[src/hw/rtl/tas_pkg.sv]
package tas_pkg;

    localparam int unsigned NUM_REGS  = 8;
    localparam int unsigned IDX_W     = $clog2(NUM_REGS);
    localparam int unsigned DIV_STEPS = 32;
    localparam int unsigned CNT_W     = $clog2(DIV_STEPS);

    localparam logic [IDX_W-1:0] REG_THRESHOLD  = IDX_W'(0);
    localparam logic [IDX_W-1:0] REG_FULL_SCALE = IDX_W'(1);
    localparam logic [IDX_W-1:0] REG_INITIAL    = IDX_W'(2);
    localparam logic [IDX_W-1:0] REG_DUTY_MIN   = IDX_W'(3);
    localparam logic [IDX_W-1:0] REG_DUTY_MAX   = IDX_W'(4);
    localparam logic [IDX_W-1:0] REG_WATCHDOG   = IDX_W'(5);
    localparam logic [IDX_W-1:0] REG_COAST      = IDX_W'(6);
    localparam logic [IDX_W-1:0] REG_FRAME_ID   = IDX_W'(7);

    localparam logic [15:0] THRESHOLD_RST  = 16'd200;
    localparam logic [15:0] FULL_SCALE_RST = 16'd1811;
    localparam logic [15:0] INITIAL_RST    = 16'd172;
    localparam logic [15:0] DUTY_MIN_RST   = 16'd0;
    localparam logic [15:0] DUTY_MAX_RST   = 16'd999;
    localparam logic [15:0] WATCHDOG_RST   = 16'd500;
    localparam logic [15:0] COAST_RST      = 16'd1000;
    localparam logic [10:0] FRAME_ID_RST   = 11'd256;

    localparam logic [15:0] AGE_MAX       = 16'hFFFF;
    localparam logic [3:0]  MIN_FRAME_LEN = 4'd2;

    localparam logic [2:0] MODE_CODE_IDLE     = 3'd0;
    localparam logic [2:0] MODE_CODE_READY    = 3'd1;
    localparam logic [2:0] MODE_CODE_SMOKING  = 3'd2;
    localparam logic [2:0] MODE_CODE_COAST    = 3'd3;
    localparam logic [2:0] MODE_CODE_SAFE_OFF = 3'd4;

    typedef enum logic [4:0] {
        MODE_IDLE     = 5'b00001,
        MODE_READY    = 5'b00010,
        MODE_SMOKING  = 5'b00100,
        MODE_COAST    = 5'b01000,
        MODE_SAFE_OFF = 5'b10000
    } mode_t;

    typedef struct packed {
        logic [15:0] threshold;
        logic [15:0] full_scale;
        logic [15:0] initial_value;
        logic [15:0] duty_min;
        logic [15:0] duty_max;
        logic [15:0] watchdog_ms;
        logic [15:0] coast_ms;
        logic [10:0] frame_id;
    } cfg_t;

    typedef struct packed {
        logic accept;
        logic div_step;
        logic div_last;
        logic load_out;
    } ctrl_cmd_t;

    typedef struct packed {
        logic need_div;
    } dp_status_t;

    function automatic logic [2:0] mode_code(input mode_t m);
        logic [2:0] code;
        unique case (m)
            MODE_IDLE:     code = MODE_CODE_IDLE;
            MODE_READY:    code = MODE_CODE_READY;
            MODE_SMOKING:  code = MODE_CODE_SMOKING;
            MODE_COAST:    code = MODE_CODE_COAST;
            MODE_SAFE_OFF: code = MODE_CODE_SAFE_OFF;
            default:       code = MODE_CODE_IDLE;
        endcase
        return code;
    endfunction

    function automatic logic [15:0] sat_inc(input logic [15:0] v);
        return (v == AGE_MAX) ? AGE_MAX : v + 16'd1;
    endfunction

endpackage

[src/hw/rtl/tas_regs.sv]
module tas_regs (
    input  logic                      clk,
    input  logic                      rst_n,
    input  logic                      cfg_valid,
    output logic                      cfg_ready,
    input  logic [tas_pkg::IDX_W-1:0] cfg_index,
    input  logic [15:0]               cfg_data,
    output tas_pkg::cfg_t             cfg
);
    import tas_pkg::*;

    cfg_t cfg_reg;
    cfg_t cfg_next;

    assign cfg_ready = 1'b1;
    assign cfg       = cfg_reg;

    always_comb
    begin
        cfg_next = cfg_reg;
        if (cfg_valid)
        begin
            unique case (cfg_index)
                REG_THRESHOLD:  cfg_next.threshold     = cfg_data;
                REG_FULL_SCALE: cfg_next.full_scale    = cfg_data;
                REG_INITIAL:    cfg_next.initial_value = cfg_data;
                REG_DUTY_MIN:   cfg_next.duty_min      = cfg_data;
                REG_DUTY_MAX:   cfg_next.duty_max      = cfg_data;
                REG_WATCHDOG:   cfg_next.watchdog_ms   = cfg_data;
                REG_COAST:      cfg_next.coast_ms      = cfg_data;
                REG_FRAME_ID:   cfg_next.frame_id      = cfg_data[10:0];
                default:        cfg_next = cfg_reg;
            endcase
        end
    end

    always_ff @(posedge clk or negedge rst_n)
    begin
        if (!rst_n)
        begin
            cfg_reg.threshold     <= THRESHOLD_RST;
            cfg_reg.full_scale    <= FULL_SCALE_RST;
            cfg_reg.initial_value <= INITIAL_RST;
            cfg_reg.duty_min      <= DUTY_MIN_RST;
            cfg_reg.duty_max      <= DUTY_MAX_RST;
            cfg_reg.watchdog_ms   <= WATCHDOG_RST;
            cfg_reg.coast_ms      <= COAST_RST;
            cfg_reg.frame_id      <= FRAME_ID_RST;
        end
        else
        begin
            cfg_reg <= cfg_next;
        end
    end

endmodule

[src/hw/rtl/tas_ctrl.sv]
module tas_ctrl (
    input  logic                clk,
    input  logic                rst_n,
    input  logic                in_valid,
    output logic                in_stall,
    output logic                out_valid,
    input  logic                out_stall,
    input  tas_pkg::dp_status_t status,
    output tas_pkg::ctrl_cmd_t  cmd
);
    import tas_pkg::*;

    typedef enum logic [2:0] {
        ST_READY = 3'b001,
        ST_DIV   = 3'b010,
        ST_OUT   = 3'b100
    } st_t;

    st_t              state_reg;
    st_t              state_next;
    logic [CNT_W-1:0] cnt_reg;
    logic [CNT_W-1:0] cnt_next;
    logic             out_valid_reg;
    logic             out_valid_next;
    logic             out_free;

    assign in_stall  = (state_reg != ST_READY);
    assign out_valid = out_valid_reg;
    assign out_free  = !out_valid_reg || !out_stall;

    always_comb
    begin
        cmd        = '0;
        state_next = state_reg;
        cnt_next   = cnt_reg;
        unique case (state_reg)
            ST_READY:
            begin
                if (in_valid)
                begin
                    cmd.accept = 1'b1;
                    cnt_next   = '0;
                    state_next = status.need_div ? ST_DIV : ST_OUT;
                end
            end
            ST_DIV:
            begin
                cmd.div_step = 1'b1;
                cnt_next     = cnt_reg + CNT_W'(1);
                if (cnt_reg == CNT_W'(DIV_STEPS - 1))
                begin
                    cmd.div_last = 1'b1;
                    state_next   = ST_OUT;
                end
            end
            ST_OUT:
            begin
                // The result is copied into the output register once the
                // previous beat has gone or is leaving in this cycle.
                if (out_free)
                begin
                    cmd.load_out = 1'b1;
                    state_next   = ST_READY;
                end
            end
            default:
            begin
                state_next = ST_READY;
            end
        endcase
    end

    assign out_valid_next = cmd.load_out || (out_valid_reg && out_stall);

    always_ff @(posedge clk or negedge rst_n)
    begin
        if (!rst_n)
        begin
            state_reg     <= ST_READY;
            cnt_reg       <= '0;
            out_valid_reg <= 1'b0;
        end
        else
        begin
            state_reg     <= state_next;
            cnt_reg       <= cnt_next;
            out_valid_reg <= out_valid_next;
        end
    end

endmodule

[src/hw/rtl/tas_datapath.sv]
module tas_datapath (
    input  logic                clk,
    input  logic                rst_n,
    input  tas_pkg::cfg_t       cfg,
    input  tas_pkg::ctrl_cmd_t  cmd,
    output tas_pkg::dp_status_t status,
    input  logic                action,
    input  logic [10:0]         frame_id,
    input  logic [3:0]          frame_length,
    input  logic [7:0]          byte_low,
    input  logic [7:0]          byte_high,
    output logic [2:0]          mode,
    output logic [15:0]         pump_drive,
    output logic [15:0]         heater_duty,
    output logic [15:0]         throttle,
    output logic [15:0]         link_age,
    output logic                link_seen
);
    import tas_pkg::*;

    mode_t       mode_reg;
    mode_t       mode_next;
    logic [15:0] throttle_reg;
    logic [15:0] throttle_next;
    logic [15:0] age_reg;
    logic [15:0] age_next;
    logic [15:0] coast_reg;
    logic [15:0] coast_next;
    logic        seen_reg;
    logic        seen_next;
    logic [15:0] pump_reg;
    logic [15:0] heater_reg;
    logic        duty_upd;
    logic [15:0] duty_val;

    logic [31:0] quot_reg;
    logic [31:0] quot_next;
    logic [15:0] rem_reg;
    logic [15:0] rem_next;

    logic [2:0]  mode_out_reg;
    logic [15:0] pump_out_reg;
    logic [15:0] heater_out_reg;
    logic [15:0] throttle_out_reg;
    logic [15:0] age_out_reg;
    logic        seen_out_reg;

    logic [15:0] age_inc;
    logic [15:0] coast_inc;
    logic        stale;
    logic        above;
    logic        span_pos;
    logic [15:0] span;
    logic [15:0] thr_diff;
    logic [31:0] product;
    logic [16:0] rem_shift;
    logic [17:0] trial;
    logic        fits;
    logic [31:0] quot_step;
    logic [15:0] rem_step;
    logic [15:0] clamped;

    assign age_inc   = sat_inc(age_reg);
    assign coast_inc = sat_inc(coast_reg);
    assign stale     = age_inc > cfg.watchdog_ms;
    assign above     = throttle_reg > cfg.threshold;
    assign span_pos  = cfg.full_scale > cfg.threshold;
    assign span      = cfg.full_scale - cfg.threshold;
    assign thr_diff  = throttle_reg - cfg.threshold;
    assign product   = 32'(thr_diff) * 32'(cfg.duty_max);

    // One restoring division step: the remainder stays below the span.
    assign rem_shift = {rem_reg, quot_reg[31]};
    assign trial     = {1'b0, rem_shift} - {2'b00, span};
    assign fits      = !trial[17];
    assign quot_step = {quot_reg[30:0], fits};
    assign rem_step  = fits ? trial[15:0] : rem_shift[15:0];
    assign clamped   = (quot_step > {16'd0, cfg.duty_max}) ? cfg.duty_max : quot_step[15:0];

    always_comb
    begin
        mode_next       = mode_reg;
        throttle_next   = throttle_reg;
        age_next        = age_reg;
        coast_next      = coast_reg;
        seen_next       = seen_reg;
        duty_upd        = 1'b0;
        duty_val        = cfg.duty_min;
        status.need_div = 1'b0;
        if (cmd.accept)
        begin
            if (action)
            begin
                age_next  = '0;
                seen_next = 1'b1;
                if (frame_id == cfg.frame_id && frame_length >= MIN_FRAME_LEN)
                begin
                    throttle_next = {byte_high, byte_low};
                end
            end
            else
            begin
                age_next   = age_inc;
                coast_next = coast_inc;
                unique case (mode_reg)
                    MODE_IDLE:
                    begin
                        duty_upd = 1'b1;
                        if (seen_reg)
                        begin
                            mode_next = MODE_READY;
                        end
                    end
                    MODE_READY:
                    begin
                        if (stale)
                        begin
                            mode_next = MODE_SAFE_OFF;
                        end
                        else
                        begin
                            duty_upd = 1'b1;
                            if (above)
                            begin
                                mode_next = MODE_SMOKING;
                            end
                        end
                    end
                    MODE_SMOKING:
                    begin
                        if (stale)
                        begin
                            mode_next = MODE_SAFE_OFF;
                        end
                        else if (!above)
                        begin
                            coast_next = '0;
                            duty_upd   = 1'b1;
                            mode_next  = MODE_COAST;
                        end
                        else if (!span_pos)
                        begin
                            duty_upd = 1'b1;
                            duty_val = cfg.duty_max;
                        end
                        else
                        begin
                            status.need_div = 1'b1;
                        end
                    end
                    MODE_COAST:
                    begin
                        if (stale)
                        begin
                            mode_next = MODE_SAFE_OFF;
                        end
                        else
                        begin
                            duty_upd = 1'b1;
                            if (above)
                            begin
                                mode_next = MODE_SMOKING;
                            end
                            else if (coast_inc >= cfg.coast_ms)
                            begin
                                mode_next = MODE_READY;
                            end
                        end
                    end
                    MODE_SAFE_OFF:
                    begin
                        duty_upd = 1'b1;
                        if (seen_reg && age_inc < cfg.watchdog_ms)
                        begin
                            mode_next = MODE_READY;
                        end
                    end
                    default:
                    begin
                        mode_next = MODE_IDLE;
                    end
                endcase
            end
        end
        if (cmd.div_last)
        begin
            duty_upd = 1'b1;
            duty_val = clamped;
        end
    end

    always_comb
    begin
        quot_next = quot_reg;
        rem_next  = rem_reg;
        if (status.need_div)
        begin
            quot_next = product;
            rem_next  = '0;
        end
        else if (cmd.div_step)
        begin
            quot_next = quot_step;
            rem_next  = rem_step;
        end
    end

    always_ff @(posedge clk or negedge rst_n)
    begin
        if (!rst_n)
        begin
            mode_reg     <= MODE_IDLE;
            throttle_reg <= INITIAL_RST;
            age_reg      <= '0;
            coast_reg    <= '0;
            seen_reg     <= 1'b0;
            pump_reg     <= DUTY_MIN_RST;
            heater_reg   <= DUTY_MIN_RST;
        end
        else
        begin
            mode_reg     <= mode_next;
            throttle_reg <= throttle_next;
            age_reg      <= age_next;
            coast_reg    <= coast_next;
            seen_reg     <= seen_next;
            if (duty_upd)
            begin
                pump_reg   <= duty_val;
                heater_reg <= duty_val;
            end
        end
    end

    always_ff @(posedge clk)
    begin
        quot_reg <= quot_next;
        rem_reg  <= rem_next;
        if (cmd.load_out)
        begin
            mode_out_reg     <= mode_code(mode_reg);
            pump_out_reg     <= pump_reg;
            heater_out_reg   <= heater_reg;
            throttle_out_reg <= throttle_reg;
            age_out_reg      <= age_reg;
            seen_out_reg     <= seen_reg;
        end
    end

    assign mode        = mode_out_reg;
    assign pump_drive  = pump_out_reg;
    assign heater_duty = heater_out_reg;
    assign throttle    = throttle_out_reg;
    assign link_age    = age_out_reg;
    assign link_seen   = seen_out_reg;

endmodule

[src/hw/rtl/throttle_actuator_supervisor_unit.sv]
// Throttle actuator supervisor. Each input beat is a one-millisecond tick or a
// received bus frame, and each yields exactly one result beat showing mode,
// both duties, throttle, link age and whether a link has been seen. Frames and
// most ticks go from acceptance to the output state, which loads the result into
// the output register; the input stays stalled until the block is ready again.
// A non-stale tick in smoking mode with the throttle above the threshold and a
// positive span computes (throttle - threshold) * duty_max / span with a 16x16
// multiplier and a restoring divider that retires one quotient bit per cycle
// before the output state. A stalled result beat holds the next item in the
// output state until the output register frees. The output register lets the
// next item be accepted while a result still waits downstream. The user must
// write registers through the configuration port only while the block is idle;
// the block does not enforce this. The initial throttle and minimum duty written later do not reload the running state.
module throttle_actuator_supervisor_unit (
    input  logic                      clk,
    input  logic                      rst_n,
    input  logic                      in_valid,
    output logic                      in_stall,
    input  logic                      action,
    input  logic [10:0]               frame_id,
    input  logic [3:0]                frame_length,
    input  logic [7:0]                byte_low,
    input  logic [7:0]                byte_high,
    output logic                      out_valid,
    input  logic                      out_stall,
    output logic [2:0]                mode,
    output logic [15:0]               pump_drive,
    output logic [15:0]               heater_duty,
    output logic [15:0]               throttle,
    output logic [15:0]               link_age,
    output logic                      link_seen,
    input  logic                      cfg_valid,
    output logic                      cfg_ready,
    input  logic [tas_pkg::IDX_W-1:0] cfg_index,
    input  logic [15:0]               cfg_data
);
    import tas_pkg::*;

    cfg_t       cfg;
    ctrl_cmd_t  cmd;
    dp_status_t status;

    tas_regs u_regs (
        .clk       (clk),
        .rst_n     (rst_n),
        .cfg_valid (cfg_valid),
        .cfg_ready (cfg_ready),
        .cfg_index (cfg_index),
        .cfg_data  (cfg_data),
        .cfg       (cfg)
    );

    tas_ctrl u_ctrl (
        .clk       (clk),
        .rst_n     (rst_n),
        .in_valid  (in_valid),
        .in_stall  (in_stall),
        .out_valid (out_valid),
        .out_stall (out_stall),
        .status    (status),
        .cmd       (cmd)
    );

    tas_datapath u_datapath (
        .clk          (clk),
        .rst_n        (rst_n),
        .cfg          (cfg),
        .cmd          (cmd),
        .status       (status),
        .action       (action),
        .frame_id     (frame_id),
        .frame_length (frame_length),
        .byte_low     (byte_low),
        .byte_high    (byte_high),
        .mode         (mode),
        .pump_drive   (pump_drive),
        .heater_duty  (heater_duty),
        .throttle     (throttle),
        .link_age     (link_age),
        .link_seen    (link_seen)
    );

    // Only one item is in flight, so an accepted beat always closes the input.
    a_one_in_flight: assert property (@(posedge clk) disable iff (!rst_n)
        (in_valid && !in_stall) |=> in_stall)
        else $error("input accepted while an item was still in flight");

    a_duties_equal: assert property (@(posedge clk) disable iff (!rst_n)
        out_valid |-> (pump_drive == heater_duty))
        else $error("pump and heater duties differ");

    a_seen_sticky: assert property (@(posedge clk) disable iff (!rst_n)
        (out_valid && $past(out_valid) && $past(link_seen)) |-> link_seen)
        else $error("link seen flag cleared after being set");

endmodule

[config.mk]
export PLATFORM = sky130hd
export DESIGN_NAME = throttle_actuator_supervisor_unit
export DESIGN_NICKNAME = d
export VERILOG_FILES = /design/src/hw/rtl/tas_pkg.sv /design/src/hw/rtl/tas_regs.sv /design/src/hw/rtl/tas_ctrl.sv /design/src/hw/rtl/tas_datapath.sv /design/src/hw/rtl/throttle_actuator_supervisor_unit.sv
export SDC_FILE = /design/constraint.sdc
export NUM_CORES = 1
export LEC_CHECK = 0
export ABC_AREA = 1
export BUFFER_PORTS_ARGS = -buffer_cell sky130_fd_sc_hd__buf_2
export CELL_PAD_IN_SITES_DETAIL_PLACEMENT = 1
export CELL_PAD_IN_SITES_GLOBAL_PLACEMENT = 2
export CORE_ASPECT_RATIO = 0.8
export CORE_MARGIN = 2
export CORE_UTILIZATION = 39
export CTS_CLUSTER_DIAMETER = 200
export CTS_CLUSTER_SIZE = 30
export DETAILED_ROUTE_END_ITERATION = 10
export GPL_TIMING_DRIVEN = 0
export PLACE_DENSITY_LB_ADDON = 0.08
export SLEW_MARGIN = 40
export SYNTH_ARGS = -nofsm -noshare
export SYNTH_HDL_FRONTEND = slang
export SYNTH_SLANG_ARGS = --single-unit
[constraint.sdc]
create_clock -name clk -period 7.8 [get_ports clk]
set_input_delay 1.56 -clock clk [delete_from_list [all_inputs] [get_ports clk]]
set_output_delay 1.56 -clock clk [all_outputs]
set_load 0.05 [all_outputs]
==> impl_results.md <==
* First-pass GRT wire length at 128000 um
* Synth Area in Compound Gates at 0.0874
* Endpoint, Worst Hold: u_datapath.pump_drive[2]
* Clk buf depth at 3
* Slowest stage delay, CP at 0.57 ns
* Period minus WS final at 7.53 ns
* Root Driver: clkbuf_16
* GRT Total Usage at 0.255
* R2r endpoint: u_datapath.quot_reg[16]
* Crit Path Class: reg2reg
* Die Span Y at 228 um
* CTS tree: yes
* Min-delay src: u_datapath.pump_reg[2]
* Skew final at 0.0244 ns
* Worst R2R Path Depth at 31
* Core area at 61400 um2
* Main combinational cell family by area after synthesis: adder cells
* Fin Setup TNS at 0 ns
* Reg clk slew, reported paths at 0.13 ns
* Synth cell types at 54
* Synth area leader: fa_1
* Die width at 284 um
* Dpl ws at -0.988 ns
* Routed wire length at 81200 um
* Mapped Cells at 2960
* WP data required at 8.09 ns
* Final HPWL DP at 66200 um
* Final setup fails at 0
* Synth top area share at 0.162
* # port buffers at 124
* Critical path's most frequent cell: inv_1
* Synthesized area at 24400 um2
* Slew HR at 0.386
* Largest net degree at the start of global routing at 68
* Seq cells post-synth at 286
* Worst Tran Pin Value at 0.921 ns
* Post-route setup slack at 0.269 ns
* Sequential area share after synthesis at 0.309
* Hold Fails Final Rpt at 0
* Number of stages on the worst hold path at 0
* Final cycle utilization of the critical path at 0.966
* Htree depth at 1
* Mean Syn Cell Area at 8.24 um2
* Status: finished clean
* Antenna violations before repair at 1
* Num rows at 81
* Max Slew Vio Count at 0
* # IOs at 127
* Drt via density at 5.12
* Reg2reg setup slack at 0.27 ns
* First-pass DRT Iterations at 5
* ANT nets after route at 0
* Critical Path Source Type: flop
* WL/cell at 20.4 um
* CTS sink count at 286
* Syn-to-layout area delta at 12.8%
* Clock latency on the worst-skew pair at 0.54 ns
* Initial Utilization at 0.397
* Hold Slack at 0.449 ns
* Critical path arrival at 7.82 ns
* Placed Cells at 3921
* Hold crit path type: reg2reg
* Area occupied by multi-input gates at 15000 um2
* Slowest cell on crit path: fa_1
* Peak Freq at 0.133 GHz
* Synthesis Warnings at 0
* Number of flip-flops in the largest register at 107
* Vias in the first global route at 21986
* GPL Wtd Cong at 0.883
* 1st-iter DRT viols at 1125
* Finished Layout Cells at 3975
* Syn nets at 3417
* Xor/xnor share of the synthesized area at 0.0337
* Adder-cell share of the synthesized area at 0.267
* Number of max-cap violations at 0
* Vias post-DR at 20352
* Layout cells sized above 1 at 0.127
* GR Overflow Total at 0
* Die ar. at 64500 um2
* Final nets at 3593
* Area contributors post-synth: fa_1 16%, dfrtp_1 15%, ha_1 10%, edfxtp_1 10%, nand2_1 9.6%
* Post-synthesis mux area share at 0.00739
* Num CTS Buffers at 13
* Residual DRC at 0
* Crit Path Max Fanout at 6
* Crit path capture type: flop
* Reg2reg start: u_regs.cfg[114]
* # fillers at 7465
* Simple-Gate Fraction of Synth Area at 0.194
* Reg area at 7540 um2
## layout by cell type, fill, tap and decap left out, types with 11 or more instances in the layout
master / instances
a21oi_1: 112
buf_2: 135
buf_4: 47
clkbuf_1: 63
clkbuf_16: 13
dfrtp_1: 149
dfstp_2: 36
dfxtp_1: 16
edfxtp_1: 84
fa_1: 194
ha_1: 186
ha_4: 11
inv_1: 517
mux2_2: 16
nand2_1: 609
nand2_2: 16
nand3_1: 144
nand4_1: 39
nor2_1: 248
nor3_1: 18
o21ai_0: 183
o21ai_1: 19
o22ai_1: 21
xnor2_1: 32
xor2_1: 54
## how the worst max path moves through the flow
| stage | slack, ns | from | cells after the start | end |
|---|---|---|---|---|
| floorplan | 0.82 | u_regs.cfg[107] | 33 | u_datapath.quot_reg[30] |
| detailed placement | -0.99 | u_regs.cfg[107] | 33 | u_datapath.quot_reg[31] |
| CTS | 0.0006 | u_regs.cfg[108] | 32 | u_datapath.quot_reg[31] |
| finish | 0.27 | u_regs.cfg[114] | 31 | u_datapath.quot_reg[16] |
| global placement | -1.04 | u_regs.cfg[107] | 30 | u_datapath.quot_reg[31] |
| global route | -0.09 | u_datapath.throttle_reg[0] | 33 | u_datapath.quot_reg[26] |
## critical path: cells and delay by family (launching register included)
kind                       cells  cell delay (ns)
buffers and inverters          9             0.76
DFF                            1             0.54
xor gates and xnor gates       1             0.16
and+or+nand+nor                8             1.30
AOI/OAI and AO/OA              5             0.69
adders and majority gates      8             3.83
## synth_stat cells, drive strengths merged
cell type	number
nor3	26
xor2	58
dfrtp	150
a31oi	10
clkinv	5
fa	197
a211oi	1
dfstp	36
o21bai	4
nor2	261
a31o	1
o21a	2
o2111ai	1
ha	204
clkbuf	60
conb	1
buf	36
a21oi	125
dfxtp	16
nand3	148
a21o	9
or2	9
mux2	16
o22ai	21
o31ai	2
o211ai	8
a21boi	5
o21ai	209
edfxtp	84
nor4	11
xnor2	35
nand3b	3
inv	531
nand2	633
nand4	40
nor3b	2
## metal layers
| layer | track usage | share of wire |
|---|---|---|
| met4 | 0.0647 | 0.023 |
| met1 | 0.356 | 0.48 |
| met3 | 0.0324 | 0.036 |
| met5 | 0 | 0 |
| met2 | 0.422 | 0.47 |
## per-stage QoR
| stage | area (um2) | utilization |
|---|---|---|
| final | 27500 | 0.448 |
| after global routing | 27500 | 0.448 |
| after CTS | 26900 | 0.438 |
| after detailed placement | 26200 | 0.427 |
| after global placement | 26000 | 0.424 |
| after floorplan | 24400 | - |
## final cells by class
class / instances / share of cell area
Antenna cell: 2 / 0.000182
Buffer: 95 / 0.0166
Clock buffer: 19 / 0.0126
Clock inverter: 3 / 0.00109
Inverter: 536 / 0.0744
Multi-Input combinational cell: 2042 / 0.544
Sequential cell: 286 / 0.274
Tap cell: 830 / 0.0378
Timing Repair Buffer: 162 / 0.0389
## logic make-up after synthesis
family	count (synthesis)
AOI/OAI and AO/OA	398
xor gates and xnor gates	93
other	1
muxes	16
adders and majority gates	401
buffers and inverters	632
DFF	286
and+or+nand+nor	1133
## timing repair
| action | 4_1_cts | 5_1_grt |
|---|---|---|
| pin swaps | 1 | 19 |
| endpoints found under the setup margin | 20 | 21 |
| resized for setup | 39 | 102 |
| setup buffers | 10 | 20 |
| hold buffers | 0 | 0 |
Power is left out: the tool's default activity adds up to more than one toggle a clock period on the data nets, which glitch-free logic cannot reach.
